## config.mk

```make
export PLATFORM = sky130hd
export DESIGN_NAME = rtp_l24_packetizer_flat
export DESIGN_NICKNAME = d
export VERILOG_FILES = /design/src/rtl/rtpl_pkg.sv /design/src/rtl/rtpl_in_if.sv /design/src/rtl/rtpl_out_if.sv /design/src/rtl/rtpl_div.sv /design/src/rtl/rtpl_datapath.sv /design/src/rtl/rtpl_ctrl.sv /design/src/rtl/rtp_l24_packetizer.sv /design/src/flat_wrapper.sv
export SDC_FILE = /design/constraint.sdc
export NUM_CORES = 2
export LEC_CHECK = 0
export BUFFER_PORTS_ARGS = -buffer_cell sky130_fd_sc_hd__buf_2
export CELL_PAD_IN_SITES_DETAIL_PLACEMENT = 1
export CELL_PAD_IN_SITES_GLOBAL_PLACEMENT = 2
export CORE_MARGIN = 2
export CORE_UTILIZATION = 39
export CTS_BUF_LIST = sky130_fd_sc_hd__clkbuf_4
export DETAILED_ROUTE_END_ITERATION = 16
export HOLD_SLACK_MARGIN = 0.12
export MAX_ROUTING_LAYER = met4
export PLACE_DENSITY = 0.85
export SLEW_MARGIN = 20
export SYNTH_ARGS = -nofsm -noshare
export SYNTH_HDL_FRONTEND = slang
export SYNTH_HIERARCHICAL = 1
export SYNTH_SLANG_ARGS = --single-unit
```

## constraint.sdc

```tcl
create_clock -name clk -period 7.65 [get_ports clk]
set_clock_uncertainty 0.1 [all_clocks]
set_input_delay 2.295 -clock clk [delete_from_list [all_inputs] [get_ports clk]]
set_output_delay 2.295 -clock clk [all_outputs]
set_load 0.01 [all_outputs]
```

## src/rtl/rtpl_pkg.sv

```systemverilog
`default_nettype none
package rtpl_pkg;

    // configuration register indexes
    localparam logic [2:0] REG_PAYLOAD_TYPE  = 3'd0;
    localparam logic [2:0] REG_SSRC          = 3'd1;
    localparam logic [2:0] REG_INIT_SEQ      = 3'd2;
    localparam logic [2:0] REG_CHANNELS      = 3'd3;
    localparam logic [2:0] REG_NS_PER_SAMPLE = 3'd4;
    localparam logic [2:0] REG_SAMPLES_PKT   = 3'd5;
    localparam logic [2:0] REG_MAX_PKT_BYTES = 3'd6;

    localparam int CFG_IDX_W  = 3;
    localparam int CFG_DATA_W = 32;

    // configuration reset values
    localparam logic [6:0]  RST_PAYLOAD_TYPE  = 7'd96;
    localparam logic [31:0] RST_SSRC          = 32'd0;
    localparam logic [15:0] RST_INIT_SEQ      = 16'd0;
    localparam logic [6:0]  RST_CHANNELS      = 7'd2;
    localparam logic [29:0] RST_NS_PER_SAMPLE = 30'd20833;
    localparam logic [15:0] RST_SAMPLES_PKT   = 16'd192;
    localparam logic [13:0] RST_MAX_PKT_BYTES = 14'd1500;

    // result status codes
    localparam logic [1:0] ST_OK       = 2'd0;
    localparam logic [1:0] ST_TOO_LONG = 2'd1;
    localparam logic [1:0] ST_NO_OPEN  = 2'd2;

    // opcodes
    localparam logic OP_START  = 1'b0;
    localparam logic OP_SAMPLE = 1'b1;

    localparam logic [7:0]  RTP_VERSION_BYTE = 8'h80;
    localparam logic [18:0] HDR_BYTES        = 19'd12;
    localparam logic [3:0]  HDR_LAST_IDX     = 4'd11;
    localparam logic [3:0]  SAMPLE_LAST_IDX  = 4'd2;
    localparam logic [22:0] L24_SCALE        = 23'd8388607;
    localparam logic [31:0] Q30_ONE          = 32'h4000_0000;

    typedef enum logic [1:0] {
        KIND_ERR    = 2'd0,
        KIND_HDR    = 2'd1,
        KIND_SAMPLE = 2'd2
    } kind_t;

    // controller -> datapath
    typedef struct packed {
        logic capture;
        logic div_start;
        logic check;
        logic mul;
        logic load;
    } cmd_t;

    // datapath -> controller
    typedef struct packed {
        logic opcode;
        logic ptp_pos;
        logic open;
        logic div_done;
        logic out_free;
        logic last_byte;
    } stat_t;

endpackage
`default_nettype wire

```

## src/rtl/rtpl_in_if.sv

```systemverilog
`default_nettype none
interface rtpl_in_if;
    logic               valid;
    logic               ready;
    logic               opcode;
    logic [9:0]         frame_count;
    logic signed [63:0] ptp_time_ns;
    logic signed [31:0] sample;

    modport source (output valid, opcode, frame_count, ptp_time_ns, sample, input ready);
    modport sink (input valid, opcode, frame_count, ptp_time_ns, sample, output ready);
endinterface
`default_nettype wire

```

## src/rtl/rtpl_out_if.sv

```systemverilog
`default_nettype none
interface rtpl_out_if;
    logic       valid;
    logic       ready;
    logic [7:0] out_byte;
    logic       last_of_item;
    logic       end_of_packet;
    logic [1:0] status;

    modport source (output valid, out_byte, last_of_item, end_of_packet, status, input ready);
    modport sink (input valid, out_byte, last_of_item, end_of_packet, status, output ready);
endinterface
`default_nettype wire

```

## src/rtl/rtpl_div.sv

```systemverilog
`default_nettype none
module rtpl_div (
    input  wire logic        clk,
    input  wire logic        rst_n,
    input  wire logic        start,
    input  wire logic [62:0] dividend,
    input  wire logic [29:0] divisor,
    output logic             done,
    output logic [31:0]      quotient
);
    localparam logic [5:0] LAST_STEP = 6'd62;

    logic [62:0] rq_reg, rq_next;
    logic [29:0] rem_reg, rem_next;
    logic [29:0] dvs_reg;
    logic [5:0]  cnt_reg;
    logic        busy_reg;
    logic        done_reg;
    logic [30:0] shifted;
    logic [30:0] diff;
    logic        ge;

    // restoring division, one quotient bit per cycle
    assign shifted  = {rem_reg, rq_reg[62]};
    assign diff     = shifted - {1'b0, dvs_reg};
    assign ge       = shifted >= {1'b0, dvs_reg};
    assign rem_next = ge ? diff[29:0] : shifted[29:0];
    assign rq_next  = {rq_reg[61:0], ge};

    always_ff @(posedge clk or negedge rst_n)
    begin
        if (!rst_n)
        begin
            busy_reg <= 1'b0;
            done_reg <= 1'b0;
            cnt_reg  <= '0;
        end
        else
        begin
            done_reg <= 1'b0;
            if (start)
            begin
                busy_reg <= 1'b1;
                cnt_reg  <= '0;
            end
            else if (busy_reg)
            begin
                cnt_reg <= cnt_reg + 6'd1;
                if (cnt_reg == LAST_STEP)
                begin
                    busy_reg <= 1'b0;
                    done_reg <= 1'b1;
                end
            end
        end
    end

    always_ff @(posedge clk)
    begin
        if (start)
        begin
            rq_reg  <= dividend;
            rem_reg <= '0;
            dvs_reg <= (divisor == '0) ? 30'd1 : divisor;
        end
        else if (busy_reg)
        begin
            rq_reg  <= rq_next;
            rem_reg <= rem_next;
        end
    end

    assign done     = done_reg;
    assign quotient = rq_reg[31:0];
endmodule
`default_nettype wire

```

## src/rtl/rtpl_datapath.sv

```systemverilog
`default_nettype none
module rtpl_datapath (
    input  wire logic                            clk,
    input  wire logic                            rst_n,
    input  wire rtpl_pkg::cmd_t                  cmd,
    output rtpl_pkg::stat_t                      stat,
    input  wire logic                            in_opcode,
    input  wire logic [9:0]                      in_frame_count,
    input  wire logic signed [63:0]              in_ptp_time_ns,
    input  wire logic signed [31:0]              in_sample,
    input  wire logic                            cfg_we,
    input  wire logic [rtpl_pkg::CFG_IDX_W-1:0]  cfg_index,
    input  wire logic [rtpl_pkg::CFG_DATA_W-1:0] cfg_data,
    input  wire logic                            out_ready,
    output logic                                 out_valid,
    output logic [7:0]                           out_byte,
    output logic                                 out_last,
    output logic                                 out_eop,
    output logic [1:0]                           out_status
);
    import rtpl_pkg::*;

    // configuration
    logic [6:0]  pt_reg;
    logic [31:0] ssrc_reg;
    logic [6:0]  ch_reg;
    logic [29:0] nps_reg;
    logic [15:0] spp_reg;
    logic [13:0] max_reg;

    // packet state
    logic [31:0] ts_reg;
    logic [15:0] seq_reg;
    logic        open_reg;
    logic [15:0] left_reg;

    // per-item working registers
    kind_t       kind_reg;
    logic [1:0]  code_reg;
    logic        eop_reg;
    logic [3:0]  idx_reg;
    logic [31:0] hdr_ts_reg;
    logic [15:0] hdr_seq_reg;
    logic [9:0]  frames_reg;
    logic        ptp_pos_reg;
    logic [30:0] mag_reg;
    logic        neg_reg;
    logic [22:0] l24_reg;

    // output stage
    logic        out_valid_reg;
    logic [7:0]  out_byte_reg;
    logic        out_last_reg;
    logic        out_eop_reg;
    logic [1:0]  out_status_reg;

    logic        ptp_pos;
    logic [31:0] abs_in;
    logic [30:0] mag_in;
    logic [31:0] quot;
    logic        div_done;
    logic [31:0] du;
    logic signed [33:0] d_s;
    logic signed [33:0] lo_s;
    logic signed [33:0] hi_s;
    logic        resync;
    logic [31:0] ts_eff;
    logic [16:0] count;
    logic [18:0] pkt_len;
    logic        too_long;
    logic [53:0] prod;
    logic [23:0] l24_val;
    logic        last_byte;
    logic [7:0]  byte_sel;
    logic        out_free;

    assign ptp_pos = !in_ptp_time_ns[63] && (in_ptp_time_ns != '0);

    // clamp to plus or minus one and take the magnitude
    assign abs_in = in_sample[31] ? (~in_sample + 32'd1) : in_sample;
    assign mag_in = (abs_in > Q30_ONE) ? Q30_ONE[30:0] : abs_in[30:0];

    rtpl_div u_div (
        .clk      (clk),
        .rst_n    (rst_n),
        .start    (cmd.div_start),
        .dividend (in_ptp_time_ns[62:0]),
        .divisor  (nps_reg),
        .done     (div_done),
        .quotient (quot)
    );

    // resync window: -spp <= d <= 2*spp keeps the running timestamp
    assign du     = quot - ts_reg;
    assign d_s    = $signed({{2{du[31]}}, du});
    assign lo_s   = -$signed({18'd0, spp_reg});
    assign hi_s   = $signed({17'd0, spp_reg, 1'b0});
    assign resync = ptp_pos_reg && ((d_s < lo_s) || (d_s > hi_s));
    assign ts_eff = resync ? quot : ts_reg;

    assign count    = 17'(frames_reg) * 17'(ch_reg);
    assign pkt_len  = HDR_BYTES + 19'(count) + 19'({count, 1'b0});
    assign too_long = pkt_len > 19'(max_reg);

    assign prod    = 54'(mag_reg) * 54'(L24_SCALE);
    assign l24_val = neg_reg ? (24'd0 - {1'b0, l24_reg}) : {1'b0, l24_reg};

    always_comb
    begin
        byte_sel  = 8'd0;
        last_byte = 1'b1;
        case (kind_reg)
            KIND_HDR:
            begin
                last_byte = (idx_reg == HDR_LAST_IDX);
                case (idx_reg)
                    4'd0:    byte_sel = RTP_VERSION_BYTE;
                    4'd1:    byte_sel = {1'b0, pt_reg};
                    4'd2:    byte_sel = hdr_seq_reg[15:8];
                    4'd3:    byte_sel = hdr_seq_reg[7:0];
                    4'd4:    byte_sel = hdr_ts_reg[31:24];
                    4'd5:    byte_sel = hdr_ts_reg[23:16];
                    4'd6:    byte_sel = hdr_ts_reg[15:8];
                    4'd7:    byte_sel = hdr_ts_reg[7:0];
                    4'd8:    byte_sel = ssrc_reg[31:24];
                    4'd9:    byte_sel = ssrc_reg[23:16];
                    4'd10:   byte_sel = ssrc_reg[15:8];
                    4'd11:   byte_sel = ssrc_reg[7:0];
                    default: byte_sel = 8'd0;
                endcase
            end
            KIND_SAMPLE:
            begin
                last_byte = (idx_reg == SAMPLE_LAST_IDX);
                case (idx_reg)
                    4'd0:    byte_sel = l24_val[23:16];
                    4'd1:    byte_sel = l24_val[15:8];
                    default: byte_sel = l24_val[7:0];
                endcase
            end
            default:
            begin
                byte_sel  = 8'd0;
                last_byte = 1'b1;
            end
        endcase
    end

    assign out_free = !out_valid_reg || out_ready;

    always_ff @(posedge clk or negedge rst_n)
    begin
        if (!rst_n)
        begin
            pt_reg        <= RST_PAYLOAD_TYPE;
            ssrc_reg      <= RST_SSRC;
            ch_reg        <= RST_CHANNELS;
            nps_reg       <= RST_NS_PER_SAMPLE;
            spp_reg       <= RST_SAMPLES_PKT;
            max_reg       <= RST_MAX_PKT_BYTES;
            ts_reg        <= '0;
            seq_reg       <= RST_INIT_SEQ;
            open_reg      <= 1'b0;
            left_reg      <= '0;
            kind_reg      <= KIND_ERR;
            idx_reg       <= '0;
            out_valid_reg <= 1'b0;
        end
        else
        begin
            if (cmd.capture)
            begin
                idx_reg <= '0;
                if (in_opcode == OP_SAMPLE)
                begin
                    kind_reg <= open_reg ? KIND_SAMPLE : KIND_ERR;
                end
            end

            if (cmd.check)
            begin
                if (too_long)
                begin
                    kind_reg <= KIND_ERR;
                    ts_reg   <= ts_eff;
                end
                else
                begin
                    kind_reg <= KIND_HDR;
                    seq_reg  <= seq_reg + 16'd1;
                    ts_reg   <= ts_eff + 32'(spp_reg);
                    left_reg <= count[15:0];
                    open_reg <= (count[15:0] != '0);
                end
            end

            if (cmd.mul)
            begin
                left_reg <= left_reg - 16'd1;
                if (left_reg == 16'd1)
                begin
                    open_reg <= 1'b0;
                end
            end

            if (cmd.load)
            begin
                idx_reg <= idx_reg + 4'd1;
            end

            if (cmd.load)
            begin
                out_valid_reg <= 1'b1;
            end
            else if (out_ready)
            begin
                out_valid_reg <= 1'b0;
            end

            if (cfg_we)
            begin
                unique case (cfg_index)
                    REG_PAYLOAD_TYPE:  pt_reg   <= cfg_data[6:0];
                    REG_SSRC:          ssrc_reg <= cfg_data;
                    REG_INIT_SEQ:      seq_reg  <= cfg_data[15:0];
                    REG_CHANNELS:      ch_reg   <= cfg_data[6:0];
                    REG_NS_PER_SAMPLE: nps_reg  <= cfg_data[29:0];
                    REG_SAMPLES_PKT:   spp_reg  <= cfg_data[15:0];
                    REG_MAX_PKT_BYTES: max_reg  <= cfg_data[13:0];
                    default:           ;
                endcase
            end
        end
    end

    // payload registers
    always_ff @(posedge clk)
    begin
        if (cmd.capture)
        begin
            frames_reg  <= in_frame_count;
            ptp_pos_reg <= ptp_pos;
            mag_reg     <= mag_in;
            neg_reg     <= in_sample[31];
            code_reg    <= open_reg ? ST_OK : ST_NO_OPEN;
            eop_reg     <= 1'b0;
        end
        if (cmd.check)
        begin
            code_reg    <= too_long ? ST_TOO_LONG : ST_OK;
            eop_reg     <= (count[15:0] == '0);
            hdr_ts_reg  <= ts_eff;
            hdr_seq_reg <= seq_reg;
        end
        if (cmd.mul)
        begin
            l24_reg <= prod[52:30];
            eop_reg <= (left_reg == 16'd1);
        end
        if (cmd.load)
        begin
            out_byte_reg   <= byte_sel;
            out_last_reg   <= last_byte;
            out_eop_reg    <= last_byte && eop_reg && (kind_reg != KIND_ERR);
            out_status_reg <= code_reg;
        end
    end

    assign stat.opcode    = in_opcode;
    assign stat.ptp_pos   = ptp_pos;
    assign stat.open      = open_reg;
    assign stat.div_done  = div_done;
    assign stat.out_free  = out_free;
    assign stat.last_byte = last_byte;

    assign out_valid  = out_valid_reg;
    assign out_byte   = out_byte_reg;
    assign out_last   = out_last_reg;
    assign out_eop    = out_eop_reg;
    assign out_status = out_status_reg;
endmodule
`default_nettype wire

```

## src/rtl/rtpl_ctrl.sv

```systemverilog
`default_nettype none
module rtpl_ctrl (
    input  wire logic            clk,
    input  wire logic            rst_n,
    input  wire logic            in_valid,
    output logic                 in_ready,
    input  wire rtpl_pkg::stat_t stat,
    output rtpl_pkg::cmd_t       cmd
);
    import rtpl_pkg::*;

    typedef enum logic [4:0] {
        S_IDLE  = 5'b00001,
        S_DIV   = 5'b00010,
        S_CHECK = 5'b00100,
        S_MUL   = 5'b01000,
        S_EMIT  = 5'b10000
    } state_t;

    state_t state_reg, state_next;
    logic   accept;

    assign in_ready = (state_reg == S_IDLE);
    assign accept   = in_valid && in_ready;

    always_comb
    begin
        cmd.capture   = accept;
        cmd.div_start = accept && (stat.opcode == OP_START) && stat.ptp_pos;
        cmd.check     = (state_reg == S_CHECK);
        cmd.mul       = (state_reg == S_MUL);
        cmd.load      = (state_reg == S_EMIT) && stat.out_free;
    end

    always_comb
    begin
        state_next = state_reg;
        unique case (state_reg)
            S_IDLE:
            begin
                if (accept)
                begin
                    if (stat.opcode == OP_START)
                    begin
                        state_next = stat.ptp_pos ? S_DIV : S_CHECK;
                    end
                    else
                    begin
                        state_next = stat.open ? S_MUL : S_EMIT;
                    end
                end
            end
            S_DIV:
            begin
                if (stat.div_done)
                begin
                    state_next = S_CHECK;
                end
            end
            S_CHECK: state_next = S_EMIT;
            S_MUL:   state_next = S_EMIT;
            S_EMIT:
            begin
                if (stat.out_free && stat.last_byte)
                begin
                    state_next = S_IDLE;
                end
            end
            default: state_next = S_IDLE;
        endcase
    end

    always_ff @(posedge clk or negedge rst_n)
    begin
        if (!rst_n)
        begin
            state_reg <= S_IDLE;
        end
        else
        begin
            state_reg <= state_next;
        end
    end
endmodule
`default_nettype wire

```

## src/rtl/rtp_l24_packetizer.sv

```systemverilog
`default_nettype none
// RTP L24 packetizer: one item at a time, results leave through a one-entry output register.
// Sample item: capture, multiply, then 3 bytes before the input is free again.
// Start item: capture, length check, then 12 header bytes, with the bit-serial divider
// run first when the PTP time is above zero; an oversize start emits one error byte.
// A sample with no open packet emits one error byte. Output stalls hold the byte stream.
// Reset (rst_n low, asynchronous) loads the register defaults and clears all packet state.
module rtp_l24_packetizer (
    input  wire logic                            clk,
    input  wire logic                            rst_n,
    rtpl_in_if.sink                              din,
    rtpl_out_if.source                           dout,
    input  wire logic                            cfg_we,
    input  wire logic [rtpl_pkg::CFG_IDX_W-1:0]  cfg_index,
    input  wire logic [rtpl_pkg::CFG_DATA_W-1:0] cfg_data
);
    import rtpl_pkg::*;

    cmd_t  cmd;
    stat_t stat;
    logic  in_ready;

    // The controller sequences each item: a start transfer optionally runs the divider, then
    // checks the packet length and commits the timestamp, and the sequence if it fits; a
    // sample with an open packet runs the scaling multiply; bytes go to the output register.
    rtpl_ctrl u_ctrl (
        .clk      (clk),
        .rst_n    (rst_n),
        .in_valid (din.valid),
        .in_ready (in_ready),
        .stat     (stat),
        .cmd      (cmd)
    );

    // Hold the configuration, packet state, divider, multiplier and output register.
    rtpl_datapath u_dp (
        .clk            (clk),
        .rst_n          (rst_n),
        .cmd            (cmd),
        .stat           (stat),
        .in_opcode      (din.opcode),
        .in_frame_count (din.frame_count),
        .in_ptp_time_ns (din.ptp_time_ns),
        .in_sample      (din.sample),
        .cfg_we         (cfg_we),
        .cfg_index      (cfg_index),
        .cfg_data       (cfg_data),
        .out_ready      (dout.ready),
        .out_valid      (dout.valid),
        .out_byte       (dout.out_byte),
        .out_last       (dout.last_of_item),
        .out_eop        (dout.end_of_packet),
        .out_status     (dout.status)
    );

    assign din.ready = in_ready;
endmodule
`default_nettype wire
```

## src/flat_wrapper.sv

```systemverilog
// flat-port wrapper written by rule: the top's interface ports become plain ports
module rtp_l24_packetizer_flat import rtpl_pkg::*;
  (clk, rst_n, cfg_we, cfg_index, cfg_data, din_valid, din_opcode, din_frame_count, din_ptp_time_ns, din_sample, din_ready, dout_valid, dout_out_byte, dout_last_of_item, dout_end_of_packet, dout_status, dout_ready);
  rtpl_in_if din_i ();
  rtpl_out_if dout_i ();
  input  wire logic clk;
  input  wire logic rst_n;
  input  wire logic cfg_we;
  input  wire logic [rtpl_pkg::CFG_IDX_W-1:0] cfg_index;
  input  wire logic [rtpl_pkg::CFG_DATA_W-1:0] cfg_data;
  input wire logic [$bits(din_i.valid)-1:0] din_valid;
  input wire logic [$bits(din_i.opcode)-1:0] din_opcode;
  input wire logic [$bits(din_i.frame_count)-1:0] din_frame_count;
  input wire logic [$bits(din_i.ptp_time_ns)-1:0] din_ptp_time_ns;
  input wire logic [$bits(din_i.sample)-1:0] din_sample;
  output wire logic [$bits(din_i.ready)-1:0] din_ready;
  output wire logic [$bits(dout_i.valid)-1:0] dout_valid;
  output wire logic [$bits(dout_i.out_byte)-1:0] dout_out_byte;
  output wire logic [$bits(dout_i.last_of_item)-1:0] dout_last_of_item;
  output wire logic [$bits(dout_i.end_of_packet)-1:0] dout_end_of_packet;
  output wire logic [$bits(dout_i.status)-1:0] dout_status;
  input wire logic [$bits(dout_i.ready)-1:0] dout_ready;
  assign din_i.valid = din_valid;
  assign din_i.opcode = din_opcode;
  assign din_i.frame_count = din_frame_count;
  assign din_i.ptp_time_ns = din_ptp_time_ns;
  assign din_i.sample = din_sample;
  assign din_ready = din_i.ready;
  assign dout_valid = dout_i.valid;
  assign dout_out_byte = dout_i.out_byte;
  assign dout_last_of_item = dout_i.last_of_item;
  assign dout_end_of_packet = dout_i.end_of_packet;
  assign dout_status = dout_i.status;
  assign dout_i.ready = dout_ready;
  rtp_l24_packetizer u_core (.clk(clk), .rst_n(rst_n), .din(din_i), .dout(dout_i), .cfg_we(cfg_we), .cfg_index(cfg_index), .cfg_data(cfg_data));
endmodule
```

==> flow_metrics.py <==
metrics = {
    "worst_setup_path": {
        "worst_ep_required_time_ns": 8.45,
        "critical-path-top-delay-family": "adder cells",
        "cp-end-kind": "register",
        "cp-startpoint": "u_core/u_dp/frames_reg[3]$_DFFE_PP_",
        "crit_fanout": 6,
        "max_stage_delay_ns": 0.54,
        "slowest_stage": "fa_1",
        "critPathLaunchType": "register",
        "path_common_cell": "fa_1",
        "r2r-start": "u_core/u_dp/frames_reg[3]$_DFFE_PP_",
        "crit_buf_inv": 10,
        "worstPathArrival_ns": 8.85,
        "worstSetupPathType": "register to register",
    },
    "cts": {
        "clock_latency_ns": 1.06,
        "clock_path_buffers": 3,
        "clk_pin_slew_ns": 0.07,
        "cts_root_buf": "clkbuf_4",
        "cts.sinks": 443,
        "htree_levels": 4,
        "cts_tree": "done",
        "tritoncts.num_buffers": 130,
    },
    "outcome": {
        "violations": "negative setup slack",
        "status": "finished, violations left",
    },
    "floorplan": {
        "die_w_um": 334,
        "die_y_um": 334,
        "start_util": 0.392,
        "io-pin-count": 161,
        "row_count": 121,
        "dieArea_sq_um": 112000,
        "core_area_sq_um": 109000,
    },
    "finish": {
        "fillers": 12000,
        "finalInstanceArea_sq_um": 51500,
        "final_core_util": 0.474,
        "drive_gt1_frac": 0.299,
        "layout.nets": 5659,
        "area_growth_pct": 21.1,
        "largest_reg_flops": 63,
    },
    "place": {
        "portBuffers": 160,
        "post_dp_cell_area_sq_um": 47400,
        "hpwl_um": 110000,
        "gp_congestion": 0.968,
    },
    "yosys": {
        "ys_warn_count": 6,
        "synth.avg_cell_area_sq_um": 10.3,
        "ys_types": 109,
        "netlist_top_cells_area": "fa_1 (20%), edfxtp_1 (16%), ha_1 (10%), dfrtp_1 (10%), mux2_2 (5.3%)",
        "synth_cells": 4129,
        "synth_top_area_share": 0.196,
        "synth_edf_count": 222,
        "ys_ff_latch": 443,
        "ys_seq_area_frac": 0.284,
        "syn-cell-area_sq_um": 42500,
        "synth_ff_type": "edfxtp_1",
        "yosys.area.top_type": "fa_1",
        "synth_most_common_cell": "inv_1",
        "async_flop_share": 0.431,
        "ys_top_cells_by_count": "inv_1 (551), fa_1 (417), ha_1 (356), nand2_1 (226), edfxtp_1 (222)",
        "syn-num-nets": 5049,
    },
    "route": {
        "ant_nets": 0,
        "drc_errors": 0,
        "vias": 34500,
        "routedWlPerCell_um": 22.5,
        "detail_route.first_pass.iterations": 8,
        "routed_wl_um": 141000,
        "first_iter_violations": 2480,
        "via_per_inst": 5.51,
    },
    "sta": {
        "report.final.slew_viol_count": 0,
        "worst_slew_pin_slew_ns": 1.12,
        "setup_violations": 66,
        "setup_ws_ns": -0.409,
        "rsz0062_at_grt": "yes",
        "min_period_ns": 8.06,
        "post-route-period-util": 1.05,
        "hold_viol": 0,
        "max_freq_mhz": 124,
        "slew_headroom": 0.250,
    },
    "global_routing": {
        "grt_pass1_wl_um": 214000,
        "grt_pass1_vias": 36800,
        "grt_max_degree": 108,
        "antenna_found_initial": 7,
        "grt_overflow": 0,
        "grt_util_all_layers": 0.255,
    },
    "worst_hold_path": {
        "hp-class": "register to register",
        "hold_start": "u_core/u_dp/code_reg[1]$_SDFFCE_PP0P_",
    },
    "job": {
        "drv_cap": 0,
    },
}
==> repair_timing <==
action                                  CTS  global route
buffers inserted                         31            57
pin swaps                                48           137
endpoints found under the setup margin   76            79
cloned                                    0             4
gates resized for setup                 119           262
hold buffers                              0             0
==> routing by layer <==
metal,global-route usage,share of wire,vias up
met3,0.0324,0.045,244
met2,0.402,0.48,883
met1,0.340,0.44,17700
met5,-,0,-
li1,-,-,15600
met4,0.0864,0.032,0
==> path summary, 6_finish.rpt <==
check,to,slack (ns),depth (start not counted)
setup reg to reg,u_core/u_dp/seq_reg[15]$_DFF_PN0_,-0.41,36
min in group asynchronous,u_core/u_dp/ts_reg[28]$_DFFE_PN0P_,1.22,1
hold / removal,u_core/u_dp/out_status[1]$_DFFE_PP_,0.34,0
max in group asynchronous,u_core/u_dp/spp_reg[2]$_DFFE_PN0P_,4.78,2
hold reg to reg,u_core/u_dp/out_status[1]$_DFFE_PP_,0.34,0
setup / recovery,u_core/u_dp/seq_reg[15]$_DFF_PN0_,-0.41,36
==> stage by stage <==
| step | setup WS (ns) | setup TNS (ns) | hold slack [ns] | instances |
|---|---|---|---|---|
| final | -0.409 | -15.69 | 0.336 | 6260 |
| after global routing | -0.635 | -30.98 | 0.339 | 6260 |
| after CTS | -0.148 | -3.61 | 0.324 | 6196 |
| after detailed placement | -0.651 | -32.97 | 0.315 | 5929 |
| after global placement | -0.317 | -13.75 | 0.303 | 5929 |
| after floorplan | -0.0418 | -0.0863 | 0.300 | 4129 |
==> logic make-up (layout without fill, tap and decap cells) <==
family,count (synthesis),count (layout),synth area share
compound gates,774,774,0.122
xor+xnor,200,200,0.0414
fa+ha+maj,773,773,0.301
buf+inv,749,1463,0.0714
flops,443,443,0.284
mux,256,256,0.0661
other cells,0,3,0
simple gates,934,934,0.114
==> worst register-to-register path, delay by kind of cell, from the launching register on <==
kind / cells / cell delay [ns]
xor gates and xnor gates: 2 / 0.34
adders and majority gates: 7 / 2.89
buffers and inverters: 10 / 1.13
and+or+nand+nor: 9 / 1.69
AOI/OAI and AO/OA: 8 / 1.33
DFF: 1 / 0.45
==> placed cells by master (no fill, tap or decap), types with 78 or more instances in the layout <==
master    netlist  layout
xor2_1         89      87
clkbuf_4        0     196
a21o_1         79      78
a21oi_1       172     134
mux2_2        200     200
dfrtp_1       172     171
buf_2          11     159
buf_4          40     470
ha_1          356     338
nor2_1        185     168
inv_1         551     543
fa_1          417     355
xnor2_1       110      97
edfxtp_1      222     222
o21ai_0       134     114
nand2_1       226     214
==> final cells by class <==
| cell class | count | area (sq um) | share of cell area |
|---|---|---|---|
| Inverter | 557 | 2090 | 0.0406 |
| Multi-Input combinational cell | 2937 | 29000 | 0.563 |
| Sequential cell | 443 | 12100 | 0.234 |
| Clock buffer | 196 | 1470 | 0.0286 |
| Clock inverter | 40 | 221 | 0.00430 |
| Antenna cell | 3 | 7.51 | 0.000146 |
| Tap cell | 1414 | 1770 | 0.0344 |
| Timing Repair Buffer | 670 | 4890 | 0.0949 |
Power is left out: the tool's default activity adds up to more than one toggle a clock period on the data nets, which glitch-free logic cannot reach.
